## config.mk

```make
export PLATFORM = sky130hd
export DESIGN_NAME = rq_ctrl
export DESIGN_NICKNAME = d
export VERILOG_FILES = /design/src/hdl/rq_pkg.sv /design/src/hdl/rq_ctrl.sv
export SDC_FILE = /design/constraint.sdc
export NUM_CORES = 1
export LEC_CHECK = 0
export BUFFER_PORTS_ARGS = -buffer_cell sky130_fd_sc_hd__clkbuf_2
export CAP_MARGIN = 25
export CORE_AREA = 2 2 39 41
export CTS_CLUSTER_SIZE = 30
export DETAILED_ROUTE_END_ITERATION = 6
export DIE_AREA = 0 0 41 43
export HOLD_SLACK_MARGIN = 0.08
export PLACE_DENSITY = 0.54
export SYNTH_ARGS = -nofsm -noshare
export SYNTH_HDL_FRONTEND = slang
export SYNTH_SLANG_ARGS = --single-unit
export TNS_END_PERCENT = 1
```

## constraint.sdc

```tcl
create_clock -name clk -period 1.3 [get_ports clk]
set_input_delay 0.13 -clock clk [delete_from_list [all_inputs] [get_ports clk]]
set_output_delay 0.13 -clock clk [all_outputs]
set_load 0.005 [all_outputs]
```

## src/hdl/rq_pkg.sv

```systemverilog
// Package for the randomized queue: widths, codes, controller command/status structs
// and the LFSR step function. No dependencies.
package rq_pkg;

	localparam int DEPTH_DEF   = 256;
	localparam int DATA_W_DEF  = 32;

	localparam int ITEM_W      = 32;
	localparam int ST_W        = 2;
	localparam int CNT_OUT_W   = 9;
	localparam int CAP_OUT_W   = 10;
	localparam int START_CAP_W = 9;
	localparam int OUT_FIELD_W = ST_W + ITEM_W + CNT_OUT_W + CAP_OUT_W;
	localparam int OUT_TDATA_W = ((OUT_FIELD_W + 7) / 8) * 8;
	localparam int OUT_PAD_W   = OUT_TDATA_W - OUT_FIELD_W;
	localparam int IN_TDATA_W  = ITEM_W;

	localparam int CFG_IDX_W   = 2;
	localparam int CFG_DATA_W  = 32;
	localparam logic [CFG_IDX_W-1:0] CFG_FIXED     = 2'd0;
	localparam logic [CFG_IDX_W-1:0] CFG_START_CAP = 2'd1;
	localparam logic [CFG_IDX_W-1:0] CFG_SEED      = 2'd2;

	localparam logic [ST_W-1:0] ST_OK      = 2'd0;
	localparam logic [ST_W-1:0] ST_RESIZED = 2'd1;
	localparam logic [ST_W-1:0] ST_FULL    = 2'd2;
	localparam logic [ST_W-1:0] ST_EMPTY   = 2'd3;

	localparam logic OP_ENQ = 1'b0;
	localparam logic OP_DEQ = 1'b1;

	localparam int LFSR_W = 32;
	localparam logic [LFSR_W-1:0] LFSR_TOGGLE = 32'h8020_0003;

	// remainder unit: bits retired per cycle
	localparam int DIV_STEP   = 4;
	localparam int DIV_CYCLES = LFSR_W / DIV_STEP;
	localparam int DIV_CNT_W  = $clog2(DIV_CYCLES);

	typedef struct packed {
		logic take;
		logic refuse;
		logic dq_start;
		logic grow;
		logic enq_write;
		logic latch_last;
		logic rd_slot;
		logic move;
		logic shrink;
		logic load_out;
	} rq_cmd_t;

	typedef struct packed {
		logic is_deq;
		logic enq_refuse;
		logic cnt_zero;
		logic need_grow;
		logic need_shrink;
		logic div_busy;
		logic out_free;
	} rq_stat_t;

	function automatic logic [LFSR_W-1:0] lfsr_next(input logic [LFSR_W-1:0] cur);
		logic [LFSR_W-1:0] nx;
		nx = {1'b0, cur[LFSR_W-1:1]};
		if (cur[0])
			nx = nx ^ LFSR_TOGGLE;
		return nx;
	endfunction

endpackage

```

## src/hdl/rq_ctrl.sv

```systemverilog
// Controller state machine for the randomized queue.
// Depends on rq_pkg; drives rq_datapath through rq_cmd_t.
module rq_ctrl (
	input  logic             clk,
	input  logic             arst_n,
	input  logic             in_valid,
	output logic             in_ready,
	input  rq_pkg::rq_stat_t stat,
	output rq_pkg::rq_cmd_t  cmd
);
	import rq_pkg::*;

	localparam logic [3:0] S_IDLE   = 4'd0;
	localparam logic [3:0] S_EVAL   = 4'd1;
	localparam logic [3:0] S_GROW   = 4'd2;
	localparam logic [3:0] S_DIV1   = 4'd3;
	localparam logic [3:0] S_DIV    = 4'd4;
	localparam logic [3:0] S_MOVE   = 4'd5;
	localparam logic [3:0] S_SHRINK = 4'd6;
	localparam logic [3:0] S_DONE   = 4'd7;

	logic [3:0] state_q;
	logic [3:0] state_d;

	always_comb begin
		state_d = state_q;
		cmd     = '0;
		case (state_q)
			S_IDLE: begin
				if (in_valid) begin
					cmd.take = 1'b1;
					state_d  = S_EVAL;
				end
			end
			S_EVAL: begin
				if (stat.is_deq) begin
					if (stat.cnt_zero) begin
						cmd.refuse = 1'b1;
						state_d    = S_DONE;
					end else begin
						cmd.dq_start = 1'b1;
						state_d      = S_DIV1;
					end
				end else if (stat.enq_refuse) begin
					cmd.refuse = 1'b1;
					state_d    = S_DONE;
				end else begin
					state_d = S_GROW;
				end
			end
			S_GROW: begin
				if (stat.need_grow) begin
					cmd.grow = 1'b1;
				end else begin
					cmd.enq_write = 1'b1;
					state_d       = S_DONE;
				end
			end
			S_DIV1: begin
				cmd.latch_last = 1'b1;
				state_d        = S_DIV;
			end
			S_DIV: begin
				if (!stat.div_busy) begin
					cmd.rd_slot = 1'b1;
					state_d     = S_MOVE;
				end
			end
			S_MOVE: begin
				cmd.move = 1'b1;
				state_d  = S_SHRINK;
			end
			S_SHRINK: begin
				if (stat.need_shrink) begin
					cmd.shrink = 1'b1;
					if (stat.cnt_zero)
						state_d = S_DONE;
				end else begin
					state_d = S_DONE;
				end
			end
			S_DONE: begin
				if (stat.out_free) begin
					cmd.load_out = 1'b1;
					state_d      = S_IDLE;
				end
			end
			default: begin
				state_d = S_IDLE;
			end
		endcase
	end

	always_ff @(posedge clk or negedge arst_n) begin
		if (!arst_n)
			state_q <= S_IDLE;
		else
			state_q <= state_d;
	end

	assign in_ready = (state_q == S_IDLE);

endmodule

```

Word level (Yosys, flattened, before mapping)
Index checks and enable logic that the tools add are counted.
W data, S select, Z words.
Cells by class
  reductions and logical operators: 2
  equal/unequal tests: 12
  muxes and demuxes: 29
Operators with widths (number)
  $pmux W4 S8: 1
  $mux W4: 7
  $mux W1: 17
  $eq A4 B3 Y1 const B: 4
  $eq A4 B2 Y1 const B: 2
  $ne A2 B2 Y1 const B: 4
  $mux W3: 2
  $reduce_and A5 Y1: 1
  $eq A4 B1 Y1 const B: 1
  $logic_not A4 Y1: 1
  $mux W2: 2
  $ne A3 B3 Y1 const B: 1
Storage, ports and cells
  logic and storage cells: 44
  output and inout bits: 11
  bits in registers: 4
  bits of input ports: 10

Logic depth before layout (Yosys ltp)
Gate-level depths: netlist (run 1).
  word-level depth: 3
  gate-level depth with buffers: 4
  gate-level depth less buffers: 3

Worst setup path after synthesis (run 1)
OpenSTA, ideal clock, no wires.
  kind: reg-to-output
  from: register state_q[0]
  to: output cmd[7] in the netlist's numbering
  buffers on the path: 0
  data required time: 1170 ps
  setup slack: 113 ps
  cell stages (with the launch flop): 3
  arrival time: 1057 ps
  cell sequence: dfrtp_1 or3b_4 nor3b_1
RTL lines
  from (decl): line rq_ctrl.sv:22  | logic [3:0] state_q;
  from (signal assigned): line rq_ctrl.sv:98  | state_q <= state_d;
  to (decl): line rq_ctrl.sv:9  | output rq_pkg::rq_cmd_t cmd

==> flow_metrics.env, run 1 <==
export IMPL_grt_pass1_vias=304
export IMPL_via_per_inst=4.46
export IMPL_ir_drop_v=0.000814
export IMPL_hpwl_um=585
export IMPL_drt_wl_total_um=786
export IMPL_core_um2=1380
export IMPL_drtPass1Iterations=3
export IMPL_insertion_delay_ns=0.23
export IMPL_htreeDepth=1
export IMPL_finalMaxSlewViolations=0
export IMPL_top_usage_layer="met1"
export IMPL_place_inst=76
export IMPL_layout_min_cycle_time_ns=1.43
export IMPL_gp_congestion=0.692
export IMPL_crit_type="flop to output pin"
export IMPL_synthDistinctLibCells=23
export IMPL_area_growth_syn_to_layout_pct=71.4
export IMPL_setup_slack_ns=-0.126
export IMPL_clk_path_buf_depth=2
export IMPL_reg2reg_slack_ns=0.08
export IMPL_grt_overflow_total=0
export IMPL_required_ns=1.17
export IMPL_post_place_ws_ns=0.0619
export IMPL_setup_tns_ns=-0.208
export IMPL_clkSinkCount=3
export IMPL_critical_path_max_fanout=2
export IMPL_whs_endpoint="state_q[0]"
export IMPL_violations="setup timing"
export IMPL_p_leak_nw=0.249
export IMPL_worst_slew_pin_slew_ns=0.259
export IMPL_seq_area_frac_synth_pct=25.6
export IMPL_track_usage_pct=10.7
export IMPL_nNetsFinal=76
export IMPL_largest_reg_flops=3
export IMPL_endpoint_kind="output pin"
export IMPL_worst_r2r_endpoint="state_q[0]"
export IMPL_cts_buffers=3
export IMPL_grt_max_degree=15
export IMPL_grt_met3_usage_pct=3.14
export IMPL_die_area_um2=1760
export IMPL_critPathLaunchType="flop"
export IMPL_hp_class="input pin to flop"
export IMPL_postCtsSetupBuffers=0
export IMPL_grt_pass1_wl_mm=1.15
export IMPL_powerDensity_nw_per_um2=1760
export IMPL_die_height_um=43
export IMPL_grtUsageMet2_pct=12.5
export IMPL_vias=361
export IMPL_synthCells=39
export IMPL_skew_ns=0.00154
export IMPL_wl_per_cell_um=9.70
export IMPL_hold_viol=0
export IMPL_die_w_um=41
export IMPL_layout_worst_path_cycle_share_pct=110
export IMPL_totalPowerFinal_uw=883
export IMPL_fmax_mhz=701
export IMPL_post_route_drc_count=0
export IMPL_fin_cells=81
export IMPL_antenna_found_initial=0
export IMPL_ys_seq_elements=3
export IMPL_status="complete, but fails checks"
export IMPL_cts_tree="done"
export IMPL_synth_warning_count=0
export IMPL_num_rows=14
export IMPL_root_buffer="clkbuf_4"
export IMPL_worstPathArrival_ns=1.30
export IMPL_syn_num_nets=49
export IMPL_ios=21
export IMPL_fin_hold_ws_ns=0.199
export IMPL_finalSetupViolations=3
export IMPL_r2r_start="state_q[2]"
export IMPL_synth_area_per_cell_um2=7.51
export IMPL_largest_registers="state_q (3)"
export IMPL_slew_headroom_pct=82.3
export IMPL_use_met1_pct=13.5
export IMPL_worstHoldPathCells=3
export IMPL_ff2ff_path_depth=4
export IMPL_grt_setup_unrepaired="yes"
export IMPL_drtAntennaViolNets=0
export IMPL_drv_cap=0
export IMPL_drtIter0Drc=2
export IMPL_io_buffers=20
export IMPL_hp_start="in_valid"
export IMPL_synth_area_um2=293
export IMPL_top_register="state_q"
export IMPL_initial_core_util_pct=21.2
export IMPL_antenna_cells=0
export IMPL_path_clk_slew_ns=0.04
export IMPL_drive_above_1_share_pct=55.4
logic make-up after synthesis:
| group | count (synthesis) | synth area share [%] |
|---|---|---|
| mux | 1 | 3.42 |
| simple gates | 24 | 45.3 |
| flops | 3 | 25.6 |
| buf+inv | 4 | 6.41 |
| compound gates | 7 | 19.2 |
power by group:
part | leakage, nW | internal, mW | switching [mW]
registers | 0.0327 | 0.137 | 0.0251
logic | 0.201 | 0.263 | 0.294
clock network | 0.0150 | 0.115 | 0.0491
total | 0.249 | 0.514 | 0.368
per-stage QoR:
stage | utilization [%] | cell area (um^2)
after floorplan | - | 293
after global placement | 30.7 | 424
after detailed placement | 30.7 | 424
after CTS | 35.5 | 492
after global routing | 36.3 | 502
final | 36.3 | 502
layout by cell type, fill, tap and decap left out, drive strengths merged:
cell type    instances
buf                  5
nand2                5
or3b                 1
nor4b                1
or2                  1
o2111ai              1
a21oi                1
nor3                 2
nand2b               1
dfrtp                3
o21ai                1
nand3b               1
nor3b                2
nor2                 8
clkbuf              22
inv                  2
dlygate4sd3          1
o211ai               2
o21a                 1
and2                 1
a2bb2oi              1
mux2i                1
nand3                1
how the worst max path moves through the flow:
stage,start,endpoint,slack [ns]
2_1_floorplan,state_q[0],cmd[7],0.11
3_3_place_gp,state_q[1],cmd[7],0.06
3_5_place_dp,state_q[1],cmd[7],0.06
4_1_cts,state_q[2],cmd[7],-0.14
5_1_grt,state_q[2],cmd[7],-0.19
6_report,state_q[2],cmd[7],-0.13
worst max-delay path: stages (launching register included):
cell	delay (ns)
dfrtp_1	0.37
or3b_4	0.42
nor3b_2	0.15
buf_2	0.13
synth_stat cells (all sizes together):
cell / n / share of area (%)
nand2: 5 / 6.4
o211ai: 2 / 5.1
nand2b: 1 / 2.1
dfrtp: 3 / 26
mux2i: 1 / 3.4
or3b: 1 / 3.8
buf: 1 / 2.6
nor3: 2 / 3.4
o21ai: 1 / 1.7
inv: 2 / 2.6
a21oi: 1 / 1.7
nor4b: 1 / 3.0
and2: 1 / 2.1
nor3b: 2 / 5.1
o2111ai: 1 / 3.0
or2: 1 / 2.1
a2bb2oi: 1 / 5.1
o21a: 1 / 2.6
clkbuf: 1 / 1.3
nand3: 1 / 1.7
nand3b: 1 / 2.6
nor2: 8 / 13
cell type report:
| cell class | count | area [um^2] |
|---|---|---|
| repair buffers | 24 | 140 |
| well taps | 16 | 20.0 |
| fillers | 150 | 882 |
| flip-flops and latches | 3 | 75.1 |
| inverters | 2 | 10.0 |
| multi-input cells | 32 | 230 |
| clock buffers | 4 | 26.3 |
layer usage:
layer  share of wire, %  vias up
li1                   -      191
met1                 47      148
met2                 40       18
met3                7.9        4
met4                5.1        0
met5                  0        -
what timing repair did:
action,4_1_cts,5_1_grt
pin swaps,3,0
hold buffers,1,0
gates resized for setup,7,5
endpoints found under the setup margin,7,8
endpoints found under the hold margin,3,0
Note: power is estimated with default switching activity, not from simulation.
==> inputs of run 2 (changes only) <==
--- a/config.mk
+++ b/config.mk
@@ -11,8 +11,10 @@
 export CTS_CLUSTER_SIZE = 30
 export DETAILED_ROUTE_END_ITERATION = 6
 export DIE_AREA = 0 0 41 43
+export GPL_TIMING_DRIVEN = 0
 export HOLD_SLACK_MARGIN = 0.08
 export PLACE_DENSITY = 0.54
+export SETUP_SLACK_MARGIN = 0.05
 export SYNTH_ARGS = -nofsm -noshare
 export SYNTH_HDL_FRONTEND = slang
 export SYNTH_SLANG_ARGS = --single-unit
==> run 2 against run 1 <==
Net effect: the run still ends with setup timing left; sequential power rose by 2%; hold slack got worse by 0.021 ns; first-iteration DRC count rose by 100%; flip-flop and latch count did not move; combinational power fell by 2%; clock skew fell by 0.00093 ns.
==> flow_metrics.env, run 2 (synthesis results as in run 1) <==
export IMPL_gp_congestion=0.692
export IMPL_htreeDepth=1
export IMPL_grt_max_degree=11
export IMPL_hold_viol=0
export IMPL_largest_reg_flops=3
export IMPL_antenna_cells=0
export IMPL_cts_tree="done"
export IMPL_worst_slew_pin_slew_ns=0.253
export IMPL_drtAntennaViolNets=0
export IMPL_place_inst=75
export IMPL_grt_overflow_total=0
export IMPL_grt_pass1_vias=309
export IMPL_track_usage_pct=10.8
export IMPL_r2r_start="state_q[1]"
export IMPL_finalMaxSlewViolations=0
export IMPL_ir_drop_v=0.000808
export IMPL_cts_buffers=3
export IMPL_top_register="state_q"
export IMPL_grt_setup_unrepaired="yes"
export IMPL_ios=21
export IMPL_io_buffers=20
export IMPL_critical_path_max_fanout=3
export IMPL_path_clk_slew_ns=0.04
export IMPL_powerDensity_nw_per_um2=1760
export IMPL_totalPowerFinal_uw=885
export IMPL_drive_above_1_share_pct=57.6
export IMPL_drtIter0Drc=4
export IMPL_wl_per_cell_um=9.37
export IMPL_status="complete, but fails checks"
export IMPL_layout_min_cycle_time_ns=1.46
export IMPL_die_height_um=43
export IMPL_fin_hold_ws_ns=0.178
export IMPL_area_growth_syn_to_layout_pct=72.2
export IMPL_worstPathArrival_ns=1.33
export IMPL_drv_cap=0
export IMPL_top_usage_layer="met1"
export IMPL_drt_wl_total_um=768
export IMPL_die_area_um2=1760
export IMPL_hp_class="input pin to flop"
export IMPL_num_rows=14
export IMPL_fmax_mhz=684
export IMPL_grtUsageMet2_pct=13.1
export IMPL_clkSinkCount=3
export IMPL_final_common_cell="clkbuf_2"
export IMPL_final_cell_mix="17 x clkbuf_2, 7 x nor2_1, 4 x clkbuf_4, 4 x nand2_1, 3 x buf_2"
export IMPL_via_per_inst=4.50
export IMPL_violations="setup timing"
export IMPL_finalSetupViolations=3
export IMPL_grt_pass1_wl_mm=1.21
export IMPL_grt_met3_usage_pct=7.85
export IMPL_hp_start="in_valid"
export IMPL_endpoint_kind="output pin"
export IMPL_fill_cells=157
export IMPL_setup_slack_ns=-0.161
export IMPL_use_met1_pct=13.3
export IMPL_drtPass1Iterations=2
export IMPL_setup_tns_ns=-0.284
export IMPL_fin_cells=82
export IMPL_root_buffer="clkbuf_4"
export IMPL_vias=369
export IMPL_skew_ns=0.000612
export IMPL_hpwl_um=582
export IMPL_seq_area_um2=76.3
export IMPL_nNetsFinal=77
export IMPL_largest_registers="state_q (3)"
export IMPL_initial_core_util_pct=21.2
export IMPL_crit_start="state_q[2]"
export IMPL_layout_worst_path_cycle_share_pct=112
export IMPL_multi_input_area_um2=228
export IMPL_final_util_pct=36.4
export IMPL_critPathLaunchType="flop"
export IMPL_antenna_found_initial=0
export IMPL_required_ns=1.17
export IMPL_p_leak_nw=0.243
export IMPL_core_um2=1380
export IMPL_slew_headroom_pct=82.6
export IMPL_post_route_drc_count=0
export IMPL_insertion_delay_ns=0.24
export IMPL_die_w_um=41
export IMPL_clk_path_buf_depth=2
export IMPL_crit_type="flop to output pin"
run 2: cell types whose count changed in the layout (fill, tap and decap cells not counted), sizes merged:
cell / change
buf: +1
run 2: report_power, final:
group,internal [mW],total (mW),switching (mW)
Clock,0.116,0.172,0.0563
Combinational,0.257,0.548,0.291
Sequential,0.139,0.166,0.0263
Total,0.512,0.885,0.373
run 2: path summary, 6_finish.rpt:
check                        endpoint  slack [ns]  depth (start not counted)
setup / recovery               cmd[7]       -0.16                          3
hold reg to reg            state_q[2]        0.63                          2
setup reg to reg           state_q[0]        0.08                          4
max in group asynchronous  state_q[0]        0.96                          2
hold / removal             state_q[0]        0.18                          3
min in group asynchronous  state_q[2]        0.22                          2
run 2: critical path, stage by stage, from the launching register on:
cell and delay (ns):
dfrtp_1 0.39, or3b_4 0.41, nor3b_2 0.17, buf_2 0.12
run 2: through the flow:
step / setup slack (ns) / area [um^2]
after global placement: -0.0479 / 413
after CTS: -0.180 / 492
after global routing: -0.232 / 504
after detailed placement: -0.0350 / 413
after floorplan: 0.113 / 293
final: -0.161 / 504
run 2: final cells by class:
| type | instances | area share (%) |
|---|---|---|
| plain buffers | 2 | 2.98 |
| clock buffers | 4 | 5.21 |
| inverters | 2 | 1.99 |
| multi-input cells | 32 | 45.2 |
| flip-flops and latches | 3 | 15.1 |
| well taps | 16 | 3.97 |
| repair buffers | 23 | 25.6 |
run 2: repair_timing:
| item | CTS | global route |
|---|---|---|
| pin swaps | 3 | 0 |
| endpoints found under the setup margin | 11 | 12 |
| hold endpoints to repair | 3 | 0 |
| buffers inserted | 2 | 0 |
| gates resized for setup | 9 | 6 |
| hold buffers | 1 | 0 |
run 2: per-layer routing:
layer  part of all wire [%]  vias to the layer above
li1                       -                      192
met1                     48                      159
met2                     42                       18
met3                     10                        0
met4                      0                        0
met5                      0                        -
==> inputs of run 3 (changes only) <==
==> constraint.sdc (replaced) <==
create_clock -name clk -period 1.3 [get_ports clk]
set_input_delay 0.26 -clock clk [delete_from_list [all_inputs] [get_ports clk]]
set_output_delay 0.26 -clock clk [all_outputs]
set_load 0.005 [all_outputs]
==> run 3 against run 2 <==
Net effect: the flow still finishes with violations (setup timing); flip-flop and latch count stayed put; clock-buffer cell count stayed put; combinational power is 18% higher; non-clock buffer count is 1 higher; via count is 0.27% lower; power is 11% higher; sequential share of layout area is 0.98 points lower; global-route usage is 1.3 points higher; critical endpoint unchanged; largest power group unchanged.
==> flow_metrics.env, run 3 (synthesis results as in run 1) <==
export IMPL_status="complete, but fails checks"
export IMPL_violations="setup timing"
export IMPL_whs_endpoint="state_q[0]"
export IMPL_final_util_pct=39.0
export IMPL_core_um2=1380
export IMPL_p_int_uw=567
export IMPL_path_clk_slew_ns=0.04
export IMPL_slew_headroom_pct=82.9
export IMPL_drtAntennaViolNets=0
export IMPL_top_register="state_q"
export IMPL_clkSinkCount=3
export IMPL_drive_above_1_share_pct=62.7
export IMPL_post_route_drc_count=0
export IMPL_grt_pass1_vias=323
export IMPL_crit_chain="or3b_4 -> nor3b_2 -> buf_2"
export IMPL_slowest_stage="or3b_4"
export IMPL_endpoint_kind="output pin"
export IMPL_drtPass1Iterations=3
export IMPL_reg2reg_slack_ns=0.01
export IMPL_worstPathArrival_ns=1.31
export IMPL_nNetsFinal=78
export IMPL_grt_max_degree=11
export IMPL_final_common_cell="clkbuf_2"
export IMPL_die_area_um2=1760
export IMPL_fmax_mhz=636
export IMPL_switchingPower_uw=413
export IMPL_final_cell_mix="17 x clkbuf_2, 7 x nor2_1"
export IMPL_drv_cap=0
export IMPL_setup_slack_ns=-0.273
export IMPL_clk_path_buf_depth=2
export IMPL_r2r_start="state_q[2]"
export IMPL_layout_worst_path_cycle_share_pct=121
export IMPL_drtIter0Drc=4
export IMPL_p_leak_nw=0.265
export IMPL_largest_registers="state_q (3)"
export IMPL_io_buffers=20
export IMPL_cts_buffers=3
export IMPL_htreeDepth=1
export IMPL_track_usage_pct=12.1
export IMPL_critPathLaunchType="flop"
export IMPL_gp_congestion=0.691
export IMPL_powerDensity_nw_per_um2=1820
export IMPL_skew_ns=0.000477
export IMPL_antenna_found_initial=0
export IMPL_die_height_um=43
export IMPL_wl_per_cell_um=10.4
export IMPL_area_growth_syn_to_layout_pct=84.2
export IMPL_worstHoldPathCells=3
export IMPL_worst_slew_pin_slew_ns=0.249
export IMPL_initial_core_util_pct=21.2
export IMPL_hold_viol=0
export IMPL_num_rows=14
export IMPL_pwr_share_comb_pct=65.7
export IMPL_grt_pass1_wl_mm=1.35
export IMPL_layout_min_cycle_time_ns=1.57
export IMPL_finalSetupViolations=11
export IMPL_vias=368
export IMPL_switching_share_pct=42.1
export IMPL_slowest_delay_ns=0.43
export IMPL_pwr_share_seq_pct=17.0
export IMPL_drt_wl_total_um=861
export IMPL_hpwl_um=581
export IMPL_fill_cells=152
export IMPL_grt_setup_unrepaired="yes"
export IMPL_place_inst=75
export IMPL_fin_cells=83
export IMPL_ir_drop_v=0.000897
export IMPL_insertion_delay_ns=0.24
export IMPL_critical_path_max_fanout=2
export IMPL_hp_start="in_valid"
export IMPL_post_place_ws_ns=-0.126
export IMPL_hp_class="input pin to flop"
export IMPL_required_ns=1.04
export IMPL_cts_tree="done"
export IMPL_pwr_share_clk_pct=17.4
export IMPL_via_per_inst=4.43
export IMPL_worst_r2r_endpoint="state_q[0]"
export IMPL_seq_area_um2=76.3
export IMPL_largest_reg_flops=3
export IMPL_antenna_cells=0
export IMPL_crit_type="flop to output pin"
export IMPL_grt_overflow_total=0
export IMPL_multi_input_area_um2=245
export IMPL_root_buffer="clkbuf_4"
export IMPL_finalMaxSlewViolations=0
export IMPL_ios=21
export IMPL_ff2ff_path_depth=5
export IMPL_die_w_um=41
[run 3: final cells by class]
type,count,share of cell area [%]
flip-flops and latches,3,14.2
multi-input cells,32,45.5
plain buffers,2,4.18
clock buffers,4,4.87
repair buffers,24,25.3
inverters,2,2.32
well taps,16,3.71
[run 3: metal layers]
layer	GRT usage, %	part of all wire [%]	up-vias
met5	0	0	-
li1	-	-	197
met4	6.00	0	0
met2	16.3	49	16
met3	7.85	9.6	0
met1	14.2	41	155
[run 3: power by group through the flow]
| stage | Clock [mW] | Combinational (mW) | Sequential (mW) |
|---|---|---|---|
| final | 0.170 | 0.644 | 0.166 |
| after global routing | 0.192 | 0.710 | 0.168 |
| after CTS | 0.176 | 0.547 | 0.166 |
| after detailed placement | 0 | 0.408 | 0.190 |
| after global placement | 0 | 0.410 | 0.190 |
| after floorplan | 0 | 0.294 | 0.176 |
[run 3: critical path: cells and delay by family (launching register included)]
kind / cells / cell delay, ns
simple gates: 2 / 0.58
flops: 1 / 0.37
buf+inv: 1 / 0.12
[run 3: worst max-delay path by stage]
| stage | from | end | slack (ns) | depth (start not counted) |
|---|---|---|---|---|
| 4_1_cts | state_q[2] | cmd[7] | -0.30 | 3 |
| 5_1_grt | state_q[2] | cmd[7] | -0.32 | 3 |
| 3_3_place_gp | state_q[0] | cmd[7] | -0.13 | 3 |
| 3_5_place_dp | state_q[0] | cmd[7] | -0.13 | 3 |
| 2_1_floorplan | state_q[0] | cmd[7] | 0.04 | 2 |
| 6_report | state_q[2] | cmd[7] | -0.27 | 3 |
[run 3: repair_timing]
item                                    CTS  global route
buffers inserted                          2             1
hold endpoints to repair                  3             0
endpoints found under the setup margin   11            12
pin swaps                                 3             2
gates resized for setup                  10            12
hold buffers                              1             0
[run 3: stage by stage]
step / TNS [ns] / hold slack, ns / power (mW) / instance area, um^2
global placement: -0.438 / 0.0590 / 0.600 / 418
floorplan: 0 / -0.0356 / 0.470 / 298
detailed placement: -0.445 / 0.0600 / 0.598 / 418
CTS: -1.35 / 0.318 / 0.889 / 502
global route: -2.24 / 0.334 / 1.07 / 539
finish: -1.50 / 0.324 / 0.980 / 539
